[src/sv/d3q27_equilibrium_distribution_assert.svh]
// Assertion macros shared by the equilibrium generator modules.
`ifndef D3Q27_EQUILIBRIUM_DISTRIBUTION_ASSERT_SVH
`define D3Q27_EQUILIBRIUM_DISTRIBUTION_ASSERT_SVH

// same-cycle implication
`define D3Q_ASSERT_IMP(label, ante, cons, msg) \
  label: assert property (@(posedge clk) disable iff (rst) (ante) |-> (cons)) \
    else $error(msg);

// next-cycle implication
`define D3Q_ASSERT_NXT(label, ante, cons, msg) \
  label: assert property (@(posedge clk) disable iff (rst) (ante) |=> (cons)) \
    else $error(msg);

// invariant
`define D3Q_ASSERT_ALWAYS(label, expr, msg) \
  label: assert property (@(posedge clk) disable iff (rst) (expr)) \
    else $error(msg);

`endif

[src/sv/d3q_pkg.sv]
// Shared types, lattice tables and constants for the D3Q27 equilibrium generator.
package d3q_pkg;

  localparam int NUM_DIRS = 27;
  localparam int DIR_W    = 5;
  localparam logic [DIR_W-1:0] LAST_DIR = DIR_W'(NUM_DIRS - 1);

  // lattice velocity components, one per direction
  localparam logic signed [1:0] LAT_EX [NUM_DIRS] = '{
    2'sd0, 2'sd1, -2'sd1, 2'sd0, 2'sd0, 2'sd0, 2'sd0, 2'sd1, -2'sd1, 2'sd1, -2'sd1,
    -2'sd1, 2'sd1, 2'sd0, 2'sd0, -2'sd1, 2'sd1, 2'sd0, 2'sd0, -2'sd1, 2'sd1, -2'sd1,
    2'sd1, 2'sd1, -2'sd1, -2'sd1, 2'sd1};
  localparam logic signed [1:0] LAT_EY [NUM_DIRS] = '{
    2'sd0, 2'sd0, 2'sd0, 2'sd0, 2'sd0, -2'sd1, 2'sd1, 2'sd0, 2'sd0, 2'sd0, 2'sd0,
    -2'sd1, 2'sd1, 2'sd1, -2'sd1, 2'sd1, -2'sd1, 2'sd1, -2'sd1, 2'sd1, -2'sd1, -2'sd1,
    2'sd1, -2'sd1, 2'sd1, -2'sd1, 2'sd1};
  localparam logic signed [1:0] LAT_EZ [NUM_DIRS] = '{
    2'sd0, 2'sd0, 2'sd0, 2'sd1, -2'sd1, 2'sd0, 2'sd0, 2'sd1, -2'sd1, -2'sd1, 2'sd1,
    2'sd0, 2'sd0, 2'sd1, -2'sd1, 2'sd0, 2'sd0, -2'sd1, 2'sd1, 2'sd1, -2'sd1, -2'sd1,
    2'sd1, 2'sd1, -2'sd1, 2'sd1, -2'sd1};

  // weights are 2^shift / 216: rest 64, face 16, edge 4, corner 1
  localparam logic [2:0] WSH_REST   = 3'd6;
  localparam logic [2:0] WSH_FACE   = 3'd4;
  localparam logic [2:0] WSH_EDGE   = 3'd2;
  localparam logic [2:0] WSH_CORNER = 3'd0;
  localparam logic [DIR_W-1:0] LAST_FACE = DIR_W'(6);
  localparam logic [DIR_W-1:0] LAST_EDGE = DIR_W'(18);

  // floor(a / 27) = (a * RECIP27) >> RECIP_SHIFT, exact for a < 2^31
  localparam int RECIP_SHIFT = 36;
  localparam logic [31:0] RECIP27 = 32'd2545165806;

  typedef struct packed {
    logic             vld;
    logic [DIR_W-1:0] dir;
    logic             last;
  } tag_t;

  function automatic logic [2:0] weight_shift(input logic [DIR_W-1:0] dir);
    logic [2:0] sh;
    if (dir == '0) begin
      sh = WSH_REST;
    end else if (dir <= LAST_FACE) begin
      sh = WSH_FACE;
    end else if (dir <= LAST_EDGE) begin
      sh = WSH_EDGE;
    end else begin
      sh = WSH_CORNER;
    end
    return sh;
  endfunction

endpackage

[src/sv/d3q_seq.sv]
// Item capture and direction sequencer: issues 27 directions per accepted cell.
`include "d3q27_equilibrium_distribution_assert.svh"

module d3q_seq (
  input  logic                clk,
  input  logic                rst,
  input  logic                start,
  output logic                busy,
  input  logic [15:0]         density,
  input  logic signed [17:0]  temperature,
  input  logic signed [14:0]  vel_x,
  input  logic signed [14:0]  vel_y,
  input  logic signed [14:0]  vel_z,
  output d3q_pkg::tag_t       issue,
  output logic [15:0]         rho,
  output logic signed [17:0]  temp,
  output logic signed [14:0]  ux,
  output logic signed [14:0]  uy,
  output logic signed [14:0]  uz
);

  logic                        active;
  logic [d3q_pkg::DIR_W-1:0]   dir;
  logic                        accept;

  // a new item may be taken in the cycle that issues the last direction
  assign busy   = active && (dir != d3q_pkg::LAST_DIR);
  assign accept = start && !busy;

  always_ff @(posedge clk) begin
    if (rst) begin
      active <= 1'b0;
      dir    <= '0;
    end else if (accept) begin
      active <= 1'b1;
      dir    <= '0;
    end else if (active) begin
      if (dir == d3q_pkg::LAST_DIR) begin
        active <= 1'b0;
      end else begin
        dir <= dir + 1'b1;
      end
    end
  end

  always_ff @(posedge clk) begin
    if (accept) begin
      rho  <= density;
      temp <= temperature;
      ux   <= vel_x;
      uy   <= vel_y;
      uz   <= vel_z;
    end
  end

  assign issue.vld  = active;
  assign issue.dir  = dir;
  assign issue.last = active && (dir == d3q_pkg::LAST_DIR);

  `D3Q_ASSERT_NXT(a_dir_step, issue.vld && !issue.last,
                  issue.vld && issue.dir == $past(issue.dir) + 1'b1,
                  "direction run broken")
  `D3Q_ASSERT_NXT(a_accept_restart, start && !busy, issue.vld && issue.dir == '0,
                  "accepted item did not start at direction 0")
  `D3Q_ASSERT_IMP(a_busy_active, busy, issue.vld, "busy without a run in progress")
  `D3Q_ASSERT_ALWAYS(a_dir_range, issue.dir <= d3q_pkg::LAST_DIR, "direction out of range")

endmodule

[config.mk]
export PLATFORM = sky130hd
export DESIGN_NAME = d3q_seq
export DESIGN_NICKNAME = d
export VERILOG_FILES = /design/src/sv/d3q_pkg.sv /design/src/sv/d3q_seq.sv
export VERILOG_INCLUDE_DIRS = /design/src /design/src/sv
export SDC_FILE = /design/constraint.sdc
export NUM_CORES = 1
export LEC_CHECK = 0
export BUFFER_PORTS_ARGS = -buffer_cell sky130_fd_sc_hd__buf_2
export CORE_MARGIN = 10
export CORE_UTILIZATION = 38
export CTS_CLUSTER_SIZE = 16
export DETAILED_ROUTE_END_ITERATION = 6
export GPL_TIMING_DRIVEN = 0
export PLACE_DENSITY = 0.75
export REMOVE_ABC_BUFFERS = 1
export SLEW_MARGIN = 20
export SYNTH_ARGS = -nofsm -noshare
export SYNTH_HDL_FRONTEND = slang
export SYNTH_SLANG_ARGS = --single-unit
[constraint.sdc]
create_clock -name clk -period 4.26 [get_ports clk]
set_input_delay 0 -clock clk [delete_from_list [all_inputs] [get_ports clk]]
set_output_delay 0 -clock clk [all_outputs]
set_load 0.005 [all_outputs]
==> results of run 1 <==
==> kinds of logic (layout without fill, tap and decap cells) <==
| family | after synthesis | after routing | synth area share |
|---|---|---|---|
| DFF | 85 | 85 | 0.921 |
| and+or+nand+nor | 17 | 17 | 0.0374 |
| AOI/OAI and AO/OA | 10 | 10 | 0.0236 |
| buffers and inverters | 5 | 270 | 0.00878 |
| adders and majority gates | 2 | 2 | 0.00924 |
| other | 0 | 1 | 0 |
==> cell usage after synthesis <==
cell / number / area [µm²]
sky130_fd_sc_hd__nand3_1: 4 / 20.0
sky130_fd_sc_hd__dfxtp_1: 6 / 120
sky130_fd_sc_hd__nand4b_1: 2 / 17.5
sky130_fd_sc_hd__inv_1: 2 / 7.51
sky130_fd_sc_hd__edfxtp_1: 79 / 2370
sky130_fd_sc_hd__inv_2: 1 / 3.75
sky130_fd_sc_hd__nor2_1: 4 / 15.0
sky130_fd_sc_hd__o211ai_1: 4 / 30.0
sky130_fd_sc_hd__nand4_1: 2 / 12.5
sky130_fd_sc_hd__a31oi_1: 3 / 18.8
sky130_fd_sc_hd__clkbuf_2: 1 / 5.00
sky130_fd_sc_hd__and4b_1: 1 / 10.0
sky130_fd_sc_hd__a21oi_1: 3 / 15.0
sky130_fd_sc_hd__ha_1: 2 / 25.0
sky130_fd_sc_hd__buf_4: 1 / 7.51
sky130_fd_sc_hd__nand3b_1: 1 / 7.51
sky130_fd_sc_hd__or3_1: 3 / 18.8
==> worst max-delay path: stages, from the launching register on <==
cell and delay (ps):
sky130_fd_sc_hd__dfxtp_1 370, sky130_fd_sc_hd__inv_1 110, sky130_fd_sc_hd__ha_1 170, sky130_fd_sc_hd__and4b_1 320, sky130_fd_sc_hd__nor2_1 130, sky130_fd_sc_hd__nor2_4 530, sky130_fd_sc_hd__buf_12 290
==> registers in the layout, indices dropped and copies added (netlist names) <==
signal and flops:
ux 15, dir 5, rho 16, uy 15, temp 18, uz 15, active 1
==> metrics by stage <==
stage / std cells / setup TNS [ps] / hold slack [ps]
floorplan: 117 / -37210 / 69.1
detailed placement: 383 / 0 / 178
finish: 481 / 0 / 358
CTS: 480 / 0 / 337
global route: 481 / 0 / 359
global placement: 381 / -121810 / 176
==> routing by layer <==
metal  global-route usage  vias up  routed length, µm
li1                     -      994                  -
met1                0.160     1042               3090
met4               0.0716        0                170
met5                    0        -                  0
met2                0.296      136               4990
met3               0.0669       18                889
==> where the power goes <==
group          internal, mW  switching [mW]
Clock                 0.322           0.267
Sequential            0.964          0.0139
Combinational         0.109          0.0751
==> cell type report <==
| class | instances | area, µm² | share of cell area |
|---|---|---|---|
| Sequential cell | 85 | 2490 | 0.527 |
| Timing Repair Buffer | 252 | 1700 | 0.360 |
| Multi-Input combinational cell | 29 | 198 | 0.0418 |
| Clock buffer | 9 | 124 | 0.0262 |
| Tap cell | 96 | 120 | 0.0254 |
| Clock inverter | 6 | 78.8 | 0.0167 |
| Inverter | 3 | 11.3 | 0.00238 |
| Antenna cell | 1 | 2.50 | 0.000529 |
==> worst min path at each step <==
stage               to  cells past startpoint
2_1_floorplan   dir[0]                      1
3_5_place_dp    uz[13]                      1
5_1_grt         uz[14]                      2
6_report       rho[12]                      2
4_1_cts        rho[12]                      2
3_3_place_gp     uz[5]                      1
==> repair_timing <==
action | in CTS | in global routing
hold buffers | 82 | 0
hold endpoints to repair | 85 | 0
setup endpoints to repair | 0 | 0
==> run summary, run 1 <==
The final number of setup-violating endpoints came out at 0. STA classifies the critical path startpoint as a flop. The total DRC errors in the routed layout is 0. Setup slack closes at 2020 ps. The growth of design area from synthesis to finish is 74.7%. The yosys synthesis warning count came out at 0.

The worst register-to-register path begins at dir[0]. Clock-pin slew was measured on the worst setup and hold paths at 80 ps. The detail route stage leaves a number of antenna-violating nets equal to 0.

The latest clock arrival within the worst-skew pair came out at 340 ps. Measured in cells, the most critical reg-to-reg path has a length of 6. The tightest min-delay check is of the input port to flop type. The largest net degree at the start of global routing is 32. The arrival time at the worst endpoint is 2280 ps.

The leakage power summed over all cells is 2.00 nW. The number of distinct standard cells referenced by the synthesized netlist is 17. The maximum root-to-sink buffer count is 2. The clock skew is 8.26 ps. The count of port buffers added during placement is 168. CTS placed an instance of sky130_fd_sc_hd__clkbuf_8 at the clock tree root. The die width came out at 104 µm. The post-layout minimum cycle time came out at 2240 ps.

The power consumption is 1.75 mW. The area of the core came out at 6870 µm². The total standard cell area after synthesis is 2710 µm². The number of max-slew violations in the final report is 0. The final number of hold-violating endpoints is 0. The number of filler cells placed in the layout is 462. The clock sink count is 85. The initial antenna violation count came out at 1.

The routed via count is 2190. The register bit total from synthesis is 85. The initial DRC count came out at 142. The number of gates resized after CTS is 0. The average footprint of a synthesized cell is 22.7 µm². The worst vdd rail ir drop is 286 µV. The final weighted congestion in routability-driven placement came out at 0.777. The sequential cell area fraction in the yosys report came out at 0.921. In this run the critical register-to-register path is captured at rho[10]. Buffers added to address setup during post-CTS repair amount to 0. The cell row count is 30. The total overflow left after global routing is 0. The run finished with clean final reports.

The effective utilization at floorplan is 0.394. Using the TritonRoute via totals, the vias-per-cell ratio works out to 4.55. The ratio of cells with drive above 1 in the final layout is 0.484.

The critical-path maximum fanout came out at 31. The total global routing track utilization is 0.164. The type of the worst setup path is flop to flop. After legalization and detailed placement, the total HPWL measured 5.80 mm. The cell count after synthesis came out at 119. TritonCTS built the clock tree. STA puts the critical path data required time at 4300 ps. The slack of the worst reg-to-reg path came out at 2020 ps.

The highest clock rate is 0.446 GHz. The wire length per cell after detailed routing came out at 19.0 µm. The clock buffer count from CTS is 9. Before CTS, the worst setup slack after placement is 2080 ps.

Measured along the y axis, the die boundary spans 104 µm. Setup repair after global routing left no endpoint under its margin. Once layout is done, the placed cells without fillers occupy 4730 µm². The critical path starts at dir[0].

The utilization after layout is 0.688. The H-tree depth reported by CTS is 3. In the layout the commonest cells are 168 x sky130_fd_sc_hd__buf_2, 82 x sky130_fd_sc_hd__dlygate4sd3_1, 79 x sky130_fd_sc_hd__edfxtp_1. For this block, the routed nets add up to 9.14 mm of wire.

The startpoint identified for the worst hold timing path is density[12]. The most critical setup path has its endpoint at rho[10]. The I/O pin count is 169. The post-route clock period utilization came out at 0.526. The via count of the first global-routing pass came out at 2470.

The library cell used most frequently in the layout, excluding fill and tap cells, is sky130_fd_sc_hd__buf_2. At the pin with the least slew margin, the transition time is 658 ps. The worst setup path is captured at a flop.

The pre-antenna-repair detailed-routing pass consisted of 4 iterations. The relative slew slack came out at 0.560. The die covers 10900 µm².

The global-route wire length before repair is 13.9 mm. The instance area at placement is 3700 µm². The power density over the cells came out at 370 nW/µm².

The number of nets in the final layout came out at 464. The number of violations of the max-capacitance limit came out at 0.
Power figures use the tool's default switching activity.
==> run 2, diff against run 1 <==
--- a/config.mk
+++ b/config.mk
@@ -6,13 +6,14 @@
 export SDC_FILE = /design/constraint.sdc
 export NUM_CORES = 1
 export LEC_CHECK = 0
+export ABC_AREA = 1
 export BUFFER_PORTS_ARGS = -buffer_cell sky130_fd_sc_hd__buf_2
 export CORE_MARGIN = 10
-export CORE_UTILIZATION = 38
+export CORE_UTILIZATION = 42
 export CTS_CLUSTER_SIZE = 16
 export DETAILED_ROUTE_END_ITERATION = 6
 export GPL_TIMING_DRIVEN = 0
-export PLACE_DENSITY = 0.75
+export PLACE_DENSITY = 0.78
 export REMOVE_ABC_BUFFERS = 1
 export SLEW_MARGIN = 20
 export SYNTH_ARGS = -nofsm -noshare
==> constraint.sdc (replaced) <==
create_clock -name clk -period 2.3 [get_ports clk]
set_input_delay 0 -clock clk [delete_from_list [all_inputs] [get_ports clk]]
set_output_delay 0 -clock clk [all_outputs]
set_load 0.005 [all_outputs]
==> run 2 against run 1 <==
  * Wire length up 0.33%
  * Power up 81%
  * Cell area up 0.45%
  * Cell count up 0.83%
  * Synthesized cell count up 17%
  * Die area down 5.8%
  * Largest cell class unchanged
  * Global-route usage up 0.83 points
  * Critical endpoint is now rho[9]
  * Hold slack better by 4.0 ps
  * First-iteration DRC count down 48%
==> run summary, run 2 <==
The flow ran to the end, and the final reports show no timing, DRC or antenna violations. Routability-driven placement finished with a final weighted congestion of 0.821. The post-route clock period utilization is 0.879.

The utilization after layout is 0.744. Ranked by flip-flop count, first place goes to temp. Detailed routing inserted a total of 2170 vias. The number of nets in the final layout is 484. The startpoint kind of the worst setup timing path is a flop. By instance count, the leading cell after synthesis is sky130_fd_sc_hd__edfxtp_1. After clock tree synthesis, the flow added hold-fix buffers numbering 82.

The sum of net half-perimeters after detailed placement is 5.66 mm. In the synthesized netlist, the cells that appear most often are 79 x sky130_fd_sc_hd__edfxtp_1, 17 x sky130_fd_sc_hd__nand2_1, 11 x sky130_fd_sc_hd__inv_1. The ratio of cells with drive above 1 in the final layout is 0.480. In this run the cell area measured after placement is 3730 µm². The yosys synthesis warning count is 0.

In this run, synthesis inferred 79 flip-flops with an integrated enable. Of the post-synthesis cell area, the part taken by muxes is 0. The arrival time at the worst endpoint is 2040 ps. For the pin with the worst max-slew slack, the measured transition is 457 ps. Of the total power, the share spent switching nets is 0.216. The largest total area in the synthesized netlist belongs to sky130_fd_sc_hd__edfxtp_1.

The cell count after synthesis came out at 139. The sequential cell area fraction in the yosys report came out at 0.897. The clock passes through at most 2 buffers.

The final number of setup-violating endpoints is 0. The relative slew slack is 0.695. The initial antenna violation count came out at 4. The post-layout minimum cycle time came out at 2020 ps.

The sequential group share of total power is 0.571. The clock sink count came out at 85. The complex-gate fraction of the synthesized area came to 0.00180.

The average footprint of a synthesized cell is 20.0 µm². The largest registers in the layout are temp: 18 flops, rho: 16 flops. Among all flip-flop cells after synthesis, the most frequent one is sky130_fd_sc_hd__edfxtp_1. The I/O pin count is 169. The via count of the first global-routing pass came to 2396. In this run the power density over the cells is 668 nW/µm². In this run, placement finished with an instance count of 384.

The data required time at the worst endpoint is 2320 ps. TritonCTS built the clock tree. The wire length per cell after detailed routing came out at 18.9 µm.

The total DRC errors in the routed layout came out at 0. The library cell used most frequently in the layout, excluding fill and tap cells, is sky130_fd_sc_hd__buf_2. The number of search-and-repair iterations in the first detailed-routing pass is 4.

The cell sitting at the root of the clock tree is a sky130_fd_sc_hd__clkbuf_8. The count of port buffers added during placement came out at 168. Setup repair after global routing left no endpoint under its margin. The effective utilization at floorplan is 0.435. The clock input transition at the sequential cells of the worst setup and hold paths came out at 90 ps. By area the synthesized netlist is led by sky130_fd_sc_hd__edfxtp_1 85%, sky130_fd_sc_hd__dfxtp_1 4.3%, sky130_fd_sc_hd__nand2_1 2.3%, sky130_fd_sc_hd__inv_1 1.5%, sky130_fd_sc_hd__nand2_4 1.2%. The total standard cell area after synthesis is 2780 µm². The total global routing track utilization came out at 0.172. The count of nets left with antenna violations after detail routing came out at 0.

After synthesis, the largest family of logic cells by area is simple AND/OR/NAND/NOR gates. The cell row count is 29. In the layout the commonest cells are 168 x sky130_fd_sc_hd__buf_2, 82 x sky130_fd_sc_hd__dlygate4sd3_1, 79 x sky130_fd_sc_hd__edfxtp_1.

Of the post-synthesis cell area, the dominant cell type holds 0.854. The H-tree was split into 3 levels. The global-route wire length before repair came out at 13.3 mm. The endpoint kind of the worst setup timing path is a flop.

The leakage power summed over all cells is 2.07 nW. The path class of the lowest-slack min-delay path is input port to flop. The clock buffer count from CTS came out at 9.

The internal portion of the total power is 2.49 mW. The setup slack after placement came out at 259 ps. The largest net degree at the start of global routing came out at 45. Compared with the post-synthesis result, the final layout area differs by 71.0%. In this run the worst path has a maximum fanout of 44. In this run, post-CTS repair resized a total of 0 instances. The average vias per placed instance is 4.47.

The xor and xnor fraction of the mapped netlist area came out at 0.00315. Summed over all nets, the switching power comes to 686 µW. Counting flops with an async set or reset pin after synthesis yields a share of 0. The height of the die came out at 101 µm. The die width came out at 101 µm. The flip-flop count of the largest register, all copies and words added is 18. The number of filler cells placed in the layout came out at 402. The final layout contains routed wiring with a total length of 9.17 mm. Derived from the worst setup path, the maximum achievable clock frequency is 0.495 GHz.

The number of violations of the max-capacitance limit is 0. The finished layout cell area is 4750 µm². VDD sags by at most 478 µV.

After the first detailed-routing iteration, the DRC count stood at 74. The number of max-slew violations in the final report is 0. The combinational cell fraction of total power is 0.109. For this run, the number of standard cells in the final layout without fillers is 485. After synthesis the netlist holds a flip-flop and latch count of 85.

The critical path in this run is classified as flop to flop. In the final timing run, aggregate negative setup slack is 0 ps. In this run the post-CTS setup repair buffer count came out at 0. The latest clock arrival within the worst-skew pair came out at 340 ps. The die covers 10300 µm². The post-synthesis adder-cell area fraction came out at 0.00901. Global routing finished with a remaining overflow of 0.

The area of the core is 6390 µm². The final number of hold-violating endpoints is 0. The share of total power dissipated in the clock network is 0.320. The basic-gate share of the synthesized area counting and, or, nand and nor cells is 0.0698. Yosys mapped the design onto 17 distinct sky130hd cell types. Between clock sinks in the finished design, the worst skew comes to 12.8 ps. The setup slack after layout came out at 279 ps.
-- run 2: worst max-delay path, cell delays in order, from the launching register on --
cell	delay (ps)
sky130_fd_sc_hd__dfxtp_1	420
sky130_fd_sc_hd__ha_1	180
sky130_fd_sc_hd__nand2_1	70
sky130_fd_sc_hd__inv_1	90
sky130_fd_sc_hd__nand2_4	80
sky130_fd_sc_hd__nand2_4	90
sky130_fd_sc_hd__nand2_2	90
sky130_fd_sc_hd__inv_4	350
sky130_fd_sc_hd__buf_12	310
-- run 2: worst paths after layout --
path	from	to	slack (ps)	depth (start not counted)
worst max-delay path	dir[1]	rho[9]	280	8
worst min-delay path	vel_x[2]	ux[2]	360	2
worst max register to register	dir[1]	rho[9]	280	8
worst min register to register	dir[4]	dir[4]	550	2
-- run 2: power groups by stage --
stage	Combinational [mW]	Clock, mW	Sequential, mW
CTS	0.343	1.04	1.81
finish	0.346	1.02	1.81
global route	0.375	1.10	1.82
detailed placement	0.231	0	1.84
floorplan	0.0440	0	1.86
global placement	0.215	0	1.85
-- run 2: stage by stage --
stage	total power [mW]	hold WS [ps]
CTS	3.19	344
global route	3.29	355
detailed placement	2.07	178
finish	3.17	362
floorplan	1.90	72.4
global placement	2.06	177
-- run 2: routing by layer --
metal | share of wire | up-vias | GRT usage
met4 | 0.019 | 0 | 0.0804
met5 | 0 | - | 0
met1 | 0.33 | 1033 | 0.164
met2 | 0.56 | 99 | 0.319
li1 | - | 1024 | -
met3 | 0.085 | 14 | 0.0640
-- run 2: cell type report --
class                           instances  area, µm²  area share
Antenna cell                            4       10.0     0.00211
Clock buffer                           10        128      0.0269
Clock inverter                          5       61.3      0.0129
Inverter                               12       47.5      0.0100
Multi-Input combinational cell         41        233      0.0490
Sequential cell                        85       2490       0.525
Tap cell                               77       96.3      0.0203
Timing Repair Buffer                  251       1680       0.354
-- run 2: logic make-up (layout without fill, tap and decap cells) --
kind of cell / Yosys count / after routing
and+or+nand+nor: 37 / 37
DFF: 85 / 85
adders and majority gates: 2 / 2
xor gates and xnor gates: 1 / 1
AOI/OAI and AO/OA: 1 / 1
other: 0 / 4
buffers and inverters: 13 / 278
